[src/rtl/core/encvel_pkg.sv]
// encvel_pkg: shared types and constants of the encoder velocity estimator.
// Word layouts of the request and response channels, register indexes and
// arithmetic constants. No dependencies.
package encvel_pkg;

   localparam int DATA_W      = 32;
   localparam int CSR_W       = 32;
   localparam int CSR_IDX_W   = 1;
   localparam int DIR_W       = 2;
   localparam int DIVD_W      = 53;  // |dpos| * 10^6 fits in 53 bits
   localparam int RING_DEPTH_DEF = 8;

   localparam logic [19:0]           US_PER_SEC    = 20'd1000000;
   localparam logic [DATA_W-1:0]     TIMEOUT_RESET = 32'd100000;
   localparam logic [DIR_W-1:0]      DIR_RESET     = 2'b01;

   localparam logic [CSR_IDX_W-1:0]  CSR_TIMEOUT   = 1'd0;
   localparam logic [CSR_IDX_W-1:0]  CSR_DIRECTION = 1'd1;

   typedef struct packed {
      logic signed [DATA_W-1:0] position;
      logic [DATA_W-1:0]        time_us;
   } req_word_type;

   typedef struct packed {
      logic signed [DATA_W-1:0] velocity;
      logic                     sample_taken;
      logic                     timed_out;
   } rsp_word_type;

endpackage

[src/rtl/core/encoder_velocity_estimator.sv]
// encoder_velocity_estimator: moving average of per-change encoder velocities.
// Sample ring in a synchronous memory, one shared restoring divider.
// Depends on encvel_pkg.
//
//   channel | direction | handshake            | word
//   --------+-----------+----------------------+----------------------
//   req     | in        | req_valid/req_stall  | position, time_us
//   rsp     | out       | rsp_valid/rsp_stall  | velocity, flags
//   csr     | in        | csr_we               | csr_index, csr_wdata
//
// One word in flight: a word without a position change goes from ST_PREP
// straight to ST_FINISH, a word with a change uses the one-bit-per-cycle
// divider if time elapsed; a non power-of-two depth adds a divider pass for the average.
// Reset is synchronous and clears the ring valid bits at once, no sweep.
// req_stall is high while a word is worked on or its response waits for the
// output register; a response held by rsp_stall does not block the next word.
module encoder_velocity_estimator
   #(parameter int RING_DEPTH = encvel_pkg::RING_DEPTH_DEF)
   (input  logic                                 clock,
    input  logic                                 reset,
    input  logic                                 req_valid,
    output logic                                 req_stall,
    input  encvel_pkg::req_word_type             req_word,
    output logic                                 rsp_valid,
    input  logic                                 rsp_stall,
    output encvel_pkg::rsp_word_type             rsp_word,
    input  logic                                 csr_we,
    input  logic [encvel_pkg::CSR_IDX_W-1:0]     csr_index,
    input  logic [encvel_pkg::CSR_W-1:0]         csr_wdata);

   import encvel_pkg::*;

   localparam int  IDX_W     = (RING_DEPTH > 1) ? $clog2(RING_DEPTH) : 1;
   localparam int  SHIFT     = $clog2(RING_DEPTH);
   localparam int  SUM_W     = DATA_W + SHIFT;
   localparam bit  DEPTH_POW2 = ((RING_DEPTH & (RING_DEPTH - 1)) == 0);
   localparam logic signed [DATA_W+1:0] SAMPLE_MAX = 34'sd2147483647;
   localparam logic signed [DATA_W+1:0] SAMPLE_MIN = -34'sd2147483648;
   localparam logic [DATA_W-1:0] Q_LIMIT = 32'h8000_0000;
   localparam logic signed [DATA_W-1:0] VEL_MAX = 32'sh7FFF_FFFF;
   localparam logic signed [DATA_W-1:0] VEL_MIN = 32'sh8000_0000;

   typedef enum logic [2:0] {
      ST_IDLE, ST_PREP, ST_LOAD, ST_DIV, ST_RESULT, ST_SAMPLE, ST_AVG, ST_FINISH
   } state_type;

   // configuration
   logic [DATA_W-1:0]        timeout_ff;
   logic signed [DIR_W-1:0]  dir_ff;

   // architectural state
   logic signed [DATA_W-1:0] prev_pos_ff;
   logic [DATA_W-1:0]        prev_time_ff;
   logic [IDX_W-1:0]         idx_ff;
   logic signed [SUM_W-1:0]  sum_ff;
   logic signed [DATA_W-1:0] held_ff;
   logic [RING_DEPTH-1:0]    valid_ff;

   // per-word working registers
   state_type                state_ff;
   logic signed [DATA_W-1:0] pos_ff;
   logic [DATA_W-1:0]        now_ff;
   logic signed [DATA_W:0]   dpos_ff;
   logic [DATA_W-1:0]        elapsed_ff;
   logic                     timed_ff;
   logic                     changed_ff;
   logic signed [DATA_W-1:0] raw_ff;

   // divider
   logic [DIVD_W-1:0]        dividend_ff;
   logic [DATA_W-1:0]        divisor_ff;
   logic [DATA_W-1:0]        rem_ff;
   logic [DATA_W-1:0]        quo_ff;
   logic [$clog2(DATA_W)-1:0] cnt_ff;
   logic                     ovf_ff;
   logic                     neg_ff;
   logic                     pass_avg_ff;

   // memory
   logic signed [DATA_W-1:0] ring_mem [RING_DEPTH];
   logic signed [DATA_W-1:0] rdata_ff;

   // response register
   logic                     rsp_valid_ff;
   rsp_word_type             rsp_word_ff;

   // combinational next values
   logic [DATA_W-1:0]        elapsed_in;
   logic [DATA_W:0]          mag_in;
   logic [DATA_W:0]          trial_in;
   logic [DATA_W-1:0]        rem_in;
   logic                     qbit_in;
   logic signed [DATA_W-1:0] raw_in;
   logic signed [DATA_W+1:0] scaled_in;
   logic signed [DATA_W-1:0] sample_in;
   logic signed [DATA_W-1:0] old_in;
   logic signed [SUM_W-1:0]  sum_in;
   logic signed [SUM_W-1:0]  avg_tmp_in;
   logic signed [DATA_W-1:0] avg_pow2_in;
   logic [SUM_W-1:0]         sum_mag_in;
   logic [IDX_W-1:0]         idx_in;
   logic                     req_accept;

   assign req_accept = req_valid && !req_stall;
   assign req_stall  = (state_ff != ST_IDLE);
   assign rsp_valid  = rsp_valid_ff;
   assign rsp_word   = rsp_word_ff;

   assign elapsed_in = req_word.time_us - prev_time_ff;
   assign mag_in     = dpos_ff[DATA_W] ? (DATA_W+1)'(-dpos_ff) : (DATA_W+1)'(dpos_ff);

   // one restoring step per cycle
   assign trial_in = {rem_ff, quo_ff[DATA_W-1]};
   assign qbit_in  = (trial_in >= {1'b0, divisor_ff});
   assign rem_in   = qbit_in ? DATA_W'(trial_in - {1'b0, divisor_ff}) : trial_in[DATA_W-1:0];

   always_comb begin
      if (ovf_ff || quo_ff > Q_LIMIT) begin
         raw_in = neg_ff ? VEL_MIN : VEL_MAX;
      end else if (neg_ff) begin
         raw_in = -$signed(quo_ff);
      end else begin
         raw_in = quo_ff[DATA_W-1] ? VEL_MAX : $signed(quo_ff);
      end
   end

   always_comb begin
      scaled_in = (DATA_W+2)'(raw_ff) * (DATA_W+2)'(dir_ff);
      if (scaled_in > SAMPLE_MAX) begin
         sample_in = VEL_MAX;
      end else if (scaled_in < SAMPLE_MIN) begin
         sample_in = VEL_MIN;
      end else begin
         sample_in = scaled_in[DATA_W-1:0];
      end
   end

   assign old_in      = valid_ff[idx_ff] ? rdata_ff : '0;
   assign sum_in      = sum_ff - SUM_W'(old_in) + SUM_W'(sample_in);
   assign idx_in      = (idx_ff == IDX_W'(RING_DEPTH - 1)) ? '0 : idx_ff + 1'b1;
   // truncate toward zero: bias negative sums before the arithmetic shift
   assign avg_tmp_in  = sum_ff + (sum_ff[SUM_W-1] ? SUM_W'(RING_DEPTH - 1) : SUM_W'(0));
   assign avg_pow2_in = DATA_W'(avg_tmp_in >>> SHIFT);
   assign sum_mag_in  = sum_ff[SUM_W-1] ? SUM_W'(-sum_ff) : SUM_W'(sum_ff);

   // sample ring: synchronous read at the current slot, write on a new sample
   always_ff @(posedge clock) begin
      rdata_ff <= ring_mem[idx_ff];
      if (state_ff == ST_SAMPLE) begin
         ring_mem[idx_ff] <= sample_in;
      end
   end

   always_ff @(posedge clock) begin
      if (reset) begin
         state_ff     <= ST_IDLE;
         timeout_ff   <= TIMEOUT_RESET;
         dir_ff       <= DIR_RESET;
         prev_pos_ff  <= '0;
         prev_time_ff <= '0;
         idx_ff       <= '0;
         sum_ff       <= '0;
         held_ff      <= '0;
         valid_ff     <= '0;
         rsp_valid_ff <= 1'b0;
      end else begin
         if (csr_we) begin
            case (csr_index)
               CSR_TIMEOUT:   timeout_ff <= csr_wdata[DATA_W-1:0];
               CSR_DIRECTION: dir_ff     <= csr_wdata[DIR_W-1:0];
               default: ;
            endcase
         end

         // ST_FINISH reloads the output register itself
         if (rsp_valid_ff && !rsp_stall && state_ff != ST_FINISH) begin
            rsp_valid_ff <= 1'b0;
         end

         case (state_ff)
            ST_IDLE: begin
               if (req_accept) begin
                  pos_ff     <= req_word.position;
                  now_ff     <= req_word.time_us;
                  dpos_ff    <= (DATA_W+1)'(req_word.position) - (DATA_W+1)'(prev_pos_ff);
                  elapsed_ff <= elapsed_in;
                  timed_ff   <= (elapsed_in > timeout_ff);
                  changed_ff <= (req_word.position != prev_pos_ff);
                  if (elapsed_in > timeout_ff) begin
                     held_ff <= '0;
                  end
                  state_ff <= ST_PREP;
               end
            end
            ST_PREP: begin
               if (!changed_ff) begin
                  state_ff <= ST_FINISH;
               end else if (elapsed_ff == '0) begin
                  raw_ff   <= dpos_ff[DATA_W] ? VEL_MIN : VEL_MAX;
                  state_ff <= ST_SAMPLE;
               end else begin
                  dividend_ff <= DIVD_W'(mag_in) * DIVD_W'(US_PER_SEC);
                  divisor_ff  <= elapsed_ff;
                  neg_ff      <= dpos_ff[DATA_W];
                  pass_avg_ff <= 1'b0;
                  state_ff    <= ST_LOAD;
               end
            end
            ST_LOAD: begin
               // quotient of 2^32 or more only needs the high part compared
               rem_ff <= DATA_W'(dividend_ff[DIVD_W-1:DATA_W]);
               quo_ff <= dividend_ff[DATA_W-1:0];
               cnt_ff <= '0;
               if (DATA_W'(dividend_ff[DIVD_W-1:DATA_W]) >= divisor_ff) begin
                  ovf_ff   <= 1'b1;
                  state_ff <= ST_RESULT;
               end else begin
                  ovf_ff   <= 1'b0;
                  state_ff <= ST_DIV;
               end
            end
            ST_DIV: begin
               rem_ff <= rem_in;
               quo_ff <= {quo_ff[DATA_W-2:0], qbit_in};
               cnt_ff <= cnt_ff + 1'b1;
               if (cnt_ff == '1) begin
                  state_ff <= ST_RESULT;
               end
            end
            ST_RESULT: begin
               if (pass_avg_ff) begin
                  held_ff  <= neg_ff ? -$signed(quo_ff) : $signed(quo_ff);
                  state_ff <= ST_FINISH;
               end else begin
                  raw_ff   <= raw_in;
                  state_ff <= ST_SAMPLE;
               end
            end
            ST_SAMPLE: begin
               valid_ff[idx_ff] <= 1'b1;
               sum_ff           <= sum_in;
               idx_ff           <= idx_in;
               prev_pos_ff      <= pos_ff;
               prev_time_ff     <= now_ff;
               state_ff         <= ST_AVG;
            end
            ST_AVG: begin
               if (DEPTH_POW2) begin
                  held_ff  <= avg_pow2_in;
                  state_ff <= ST_FINISH;
               end else begin
                  dividend_ff <= DIVD_W'(sum_mag_in);
                  divisor_ff  <= DATA_W'(RING_DEPTH);
                  neg_ff      <= sum_ff[SUM_W-1];
                  pass_avg_ff <= 1'b1;
                  state_ff    <= ST_LOAD;
               end
            end
            ST_FINISH: begin
               if (!rsp_valid_ff || !rsp_stall) begin
                  rsp_valid_ff              <= 1'b1;
                  rsp_word_ff.velocity      <= held_ff;
                  rsp_word_ff.sample_taken  <= changed_ff;
                  rsp_word_ff.timed_out     <= timed_ff;
                  state_ff                  <= ST_IDLE;
               end
            end
            default: state_ff <= ST_IDLE;
         endcase
      end
   end

`ifndef ASSERT_OFF
   // restoring divider invariant: partial remainder below the divisor
   a_div_rem: assert property (@(posedge clock) disable iff (reset)
      (state_ff == ST_DIV) |-> (rem_ff < divisor_ff))
      else $error("divider remainder not below divisor");

   a_slot_valid: assert property (@(posedge clock) disable iff (reset)
      (state_ff == ST_SAMPLE) |=> valid_ff[$past(idx_ff)])
      else $error("written ring slot not marked valid");

   a_index_range: assert property (@(posedge clock) disable iff (reset)
      idx_ff <= IDX_W'(RING_DEPTH - 1))
      else $error("ring index out of range");

   a_timeout_zero: assert property (@(posedge clock) disable iff (reset)
      (state_ff == ST_PREP && timed_ff && !changed_ff) |-> (held_ff == '0))
      else $error("velocity not cleared on timeout");

   a_sample_needs_change: assert property (@(posedge clock) disable iff (reset)
      (state_ff == ST_SAMPLE) |-> changed_ff)
      else $error("sample stored without a position change");
`endif

endmodule
[config.mk]
export PLATFORM = sky130hd
export DESIGN_NAME = encoder_velocity_estimator
export DESIGN_NICKNAME = d
export VERILOG_FILES = /design/src/rtl/core/encvel_pkg.sv /design/src/rtl/core/encoder_velocity_estimator.sv
export SDC_FILE = /design/constraint.sdc
export NUM_CORES = 2
export LEC_CHECK = 0
export BUFFER_PORTS_ARGS = -buffer_cell sky130_fd_sc_hd__buf_2
export CAP_MARGIN = 40
export CORE_UTILIZATION = 65
export DETAILED_ROUTE_END_ITERATION = 8
export GPL_TIMING_DRIVEN = 0
export PLACE_DENSITY = 0.83
export SLEW_MARGIN = 40
export SYNTH_ARGS = -nofsm -noshare
export SYNTH_HDL_FRONTEND = slang
export SYNTH_SLANG_ARGS = --single-unit
[constraint.sdc]
create_clock -name clock -period 29.9 [get_ports clock]
set_input_delay 4.485 -clock clock [delete_from_list [all_inputs] [get_ports clock]]
set_output_delay 4.485 -clock clock [all_outputs]
set_load 0.02 [all_outputs]
### Word-level counts from Yosys, hierarchy flattened

Memories as Yosys holds them, arrays and structs flattened. A register that Yosys moved wholly into a read port is not among the register bits.
Cells that the tools add are included.

* eq/ne operators: 17
* $lt $le $gt $ge: 8
* $mul: 2
* add/sub/neg operators: 10
* reductions and logical operators: 25
* muxes and demuxes: 38
* bitwise gates (word level): 5

Operators with widths (count)
* 32-bit 2-to-1 mux: 12
* 32-bit one-hot mux with 2 select lines: 4
* 32-bit subtractor: 2
* 33-bit by 14-bit multiplier with 47-bit output (second input constant): 1
* 35-bit by 32-bit adder with 35-bit output: 1
* 35-bit by 4-bit adder with 35-bit output: 1
* 35-bit by 32-bit subtractor with 35-bit output: 1
* 34-bit by 32-bit greater-than comparator with 1-bit output (second input constant): 1
* 34-bit by 32-bit < comparator with 1-bit output (second input constant): 1
* 32-bit by 2-bit multiplier with 34-bit output: 1
* 33-bit by 32-bit >= comparator with 1-bit output: 1
* 33-bit 2-to-1 mux: 1
* 33-bit negator: 1
* 32-bit by 32-bit subtractor with 33-bit output: 1
* 21-bit by 32-bit >= comparator with 1-bit output: 1
* 32-bit greater-than comparator: 1
* 32-bit greater-than comparator (second input constant): 1
* 32-bit zero test: 1
* 32-bit != test: 1
* 32-bit negator: 1
* 31-bit 2-to-1 mux: 1
* 3-bit 2-to-1 mux: 8
* 3-bit one-hot mux with 8 select lines: 1
* 3-bit equality test (second input constant): 5
* other kinds (24): 55

* bits in registers: 527
* word-level logic and storage cells: 133
* RAM bits: 256
* memories kept: 1
* output and inout port bits: 36

Memory list
* ring_mem: words 8, width 32, rd ports 1, clocked after Yosys merged registers in 1, write ports 1, line encoder_velocity_estimator.sv:80 `logic signed [DATA_W-1:0] ring_mem [RING_DEPTH];`

### Longest topological paths before layout

* depth in word-level cells: 6
* gate-level depth with buffers: 36

### Least setup slack after synthesis

No wires, ideal clock.

* path type: input to register
* start: input reset
* end: register changed_ff (enable)
* arrival time: 14.430 ns
* buffers on the path: 2
* required time: 29.091 ns
* stages: 3
* path slack: 14.661 ns
* library setup time: 0.809 ns
* cells stage by stage: clkbuf_1 > clkbuf_1 > nor3b_1

* word-level cells in the longest chain between the ends: 2

Ends and longest elaborated chain
* from (decl): line encoder_velocity_estimator.sv:20 `input logic reset,`
* 1-bit NOT (no source line)
* 3-bit AND reduction (no source line)
* to (signal assigned): line encoder_velocity_estimator.sv:188 `changed_ff <= (req_word.position != prev_pos_ff);`
* to (decl): line encoder_velocity_estimator.sv:66 `logic changed_ff;`

Every way passes these cells.
A chain may end at the register's enable or synchronous reset.

### Worst setup path after layout

* start: input req_word[0] (netlist name)
* end: register held_ff[12]

* word-level cells in the longest chain between the ends: 4

Ends and longest elaborated chain
* from (decl): line encoder_velocity_estimator.sv:23 `input encvel_pkg::req_word_type req_word,`
* 32-bit subtractor: line encoder_velocity_estimator.sv:109 `assign elapsed_in = req_word.time_us - prev_time_ff;`
* net elapsed_in[30]: line encoder_velocity_estimator.sv:88 `logic [DATA_W-1:0] elapsed_in;`
* 32-bit greater-than comparator: line encoder_velocity_estimator.sv:189 `if (elapsed_in > timeout_ff) begin`
* 2-bit != test (no source line)
* 4-bit AND reduction (no source line)
* to (signal assigned): line encoder_velocity_estimator.sv:232 `held_ff <= neg_ff ? -$signed(quo_ff) : $signed(quo_ff);`
* to (signal assigned): line encoder_velocity_estimator.sv:249 `held_ff <= avg_pow2_in;`
* to (decl): line encoder_velocity_estimator.sv:56 `logic signed [DATA_W-1:0] held_ff;`

The timed path passes the listed nets, and every way through them passes these cells.

==> key figures <==
Run status
  • Status: complete, no violations

Clock tree
  • CTS Sinks: 815
  • CTS Buffer Depth: 3
  • Post-CTS setup repair buffer count: 0
  • Htree depth: 3
  • CTS Root Cell: clkbuf_16
  • CTS Hold Bufs: 0
  • CTS Buf Count: 82
  • Clk_lat worst skew: ~0.64 ns
  • Post-cts resize count: 0
  • CTS tree: built
  • Clk slew on worst S/H paths: about 0.06 ns

Critical path
  • CP endpoint kind: flip-flop
  • Worst EP required: between 30 and 40 ns
  • CP peak stage delay: ~0.60 ns
  • Worst path slowest cell: o311ai_0
  • CP Launch Type: input port
  • CP Class: in -> reg
  • Buf/Inv on CP: 4
  • Crit path top cell by count: o21ai_0
  • Crit path DAT: ~11 ns
  • Max FO, Critical Path: 10
  • Top delay family on crit path: compound AO/OA/AOI/OAI gates
  • Critical path startpoint: req_word[0]
  • Reg2reg start: dir_ff[1]

Yosys
  • Async set-reset flop share out of synthesis: 0%
  • Synth unique cells: 72
  • Synth Register Bits: a little over 800
  • Synth Flop Type: edfxtp_1
  • Post-synthesis cell count: between 4000 and 5000
  • Syn Area/Cell: 10.7 um^2
  • EDFF count, synth: roughly 600
  • Yosys Warn Count: 0
  • Synthesized cell area: ~48000 um^2
  • Seq/Total Area, Yosys: between 40% and 50%
  • Net count after synthesis: between 5000 and 6000

Placed design
  • Dpl hpwl: just under 90000 um
  • # port buffers: between 100 and 150
  • RD Place Congestion: between 0.9 and 1
  • Inst Count DP: about 5600

Global route
  • Initial antenna violation count: 2
  • Vias in the first global route: roughly 35000
  • Grt ovf: 0
  • Largest net degree at the start of global routing: 34
  • Global-route wire length before repair: about 180000 um
  • Tot GR Track Use: between 30% and 40%

Drt
  • Wire per inst: around 21 um
  • Vias post-DR: 35200
  • Antenna Nets Post-Route: 0
  • First DRT Iteration DRCs: around 3100
  • Wirelength, routed: roughly 120000 um
  • Via density: between 6 and 7
  • Detailed-route DRC error count: 0
  • First-pass DRT Iterations: 6

Worst hold path
  • Hold path start: timed_ff
  • Worst min path class: reg -> reg

STA
  • Fin crit period: about 11 ns
  • Post-Route Skew: slightly above 0.03 ns
  • TNS Setup: 0 ns
  • Max-slew violations: 0
  • Maximum clock rate: 95.0 MHz
  • RSZ-0062 raised after global routing: no
  • Final setup viols: 0
  • Max_slew headroom: ~37%
  • Hold Violations, Final: 0
  • Worst Tran Pin Value: around 0.94 ns
  • Crit share post-route: between 30% and 40%

Cells and area
  • Final Instance Count excl. Fillers: roughly 5700
  • Layout cell share with drive strength beyond 1: about 8.6%
  • Area Overhead vs Synth: 11.6%
  • Final Net Count: approximately 5400
  • Post-layout util: 73.8%

Floorplanning
  • Chip height: approximately 270 um
  • FP Rows: 98
  • Chip width: 273 um
  • Die ar.: ~75000 um^2
  • Initial core utilization: about two thirds
  • Io pins: 138
  • CORE AREA: between 70000 and 80000 um^2

Job
  • Number of max-cap violations: 0
-- stage by stage --
| step | hold slack [ns] | instance area (um^2) | setup slack [ns] |
|---|---|---|---|
| after floorplan | 0.400 | 47700 | 14.66 |
| after global placement | 0.403 | 49600 | 10.22 |
| after detailed placement | 0.410 | 50300 | 19.01 |
| final | 0.425 | 53200 | 19.38 |
| after global routing | 0.430 | 53200 | 19.00 |
| after CTS | 0.422 | 53100 | 19.58 |
-- worst reg2reg max path: cells and delay by family (launching register included) --
kind | cells | cell delay [ns]
simple gates | 3 | 0.63
compound gates | 20 | 5.52
xor+xnor | 2 | 0.44
flops | 1 | 0.54
buf+inv | 5 | 1.23
fa+ha+maj | 6 | 1.96
-- cells in the final DEF (no fill, tap or decap), types with 38 or more instances in the layout --
| cell type | count |
|---|---|
| and2_1 | 68 |
| edfxtp_1 | 603 |
| xnor2_1 | 159 |
| o21a_1 | 43 |
| a22oi_1 | 134 |
| nand3_1 | 43 |
| nand4_1 | 65 |
| nor3_1 | 43 |
| buf_2 | 172 |
| clkbuf_1 | 153 |
| xor2_1 | 59 |
| o21ai_0 | 141 |
| nand2b_1 | 38 |
| fa_1 | 179 |
| ha_1 | 408 |
| nor2_1 | 232 |
| clkbuf_16 | 87 |
| nand2_1 | 488 |
| a21o_1 | 128 |
| inv_1 | 408 |
| a21oi_1 | 369 |
| dfxtp_1 | 212 |
-- cells by family after synthesis --
group / count (synthesis) / synth area share [%]
mux: 15 / 0.315
compound gates: 1074 / 14.5
simple gates: 1141 / 11.1
flops: 815 / 46.8
xor+xnor: 248 / 4.55
fa+ha+maj: 587 / 18.2
buf+inv: 561 / 4.45
-- cells in the mapped netlist (all sizes together) (47+ instances only) --
cell | count | area share [%]
a21oi | 372 | 3.9
ha | 408 | 11
a21o | 129 | 2.0
inv | 408 | 3.2
a22oi | 134 | 2.1
fa | 179 | 7.5
nor2 | 233 | 1.8
nand2 | 488 | 3.8
nor3 | 47 | 0.49
nand4 | 65 | 0.85
o21ai | 154 | 1.6
and2 | 75 | 0.98
xnor2 | 184 | 3.4
edfxtp | 603 | 38
xor2 | 64 | 1.2
dfxtp | 212 | 8.9
clkbuf | 142 | 1.1
-- cell type report --
class                   instances  area [um^2]
diodes                          2         5.00
plain buffers                 152          596
clock buffers                 111         2330
clock inverters                42          536
fillers                      4735        18900
inverters                     409         1540
multi-input cells            3065        23600
flip-flops and latches        815        22400
well taps                     950         1190
repair buffers                194         1120
-- layer usage --
layer	wire [um]	vias up	GRT usage (%)
met5	0	-	0
met4	6690	0	16.3
met3	8720	387	4.63
met2	58200	1654	55.1
met1	45000	16700	38.3
li1	-	16400	-
-- flip-flops by register name, indices dropped and copies added, names as in the netlist, 33 cells and up --
| signal | cells |
|---|---|
| dividend_ff | 47 |
| dpos_ff | 33 |
| ring_mem | 256 |
| rsp_word | 34 |
| sum_ff | 35 |
-- path summary, 6_finish.rpt --
kind	end	slack [ns]	depth (start not counted)
min reg2reg	rsp_word[0]	0.43	0
max reg2reg	sum_ff[34]	19.51	36
max	held_ff[12]	19.38	26
min	rsp_word[0]	0.43	0
Power is left out: the tool's default activity adds up to more than one toggle a clock period on the data nets, which glitch-free logic cannot reach.
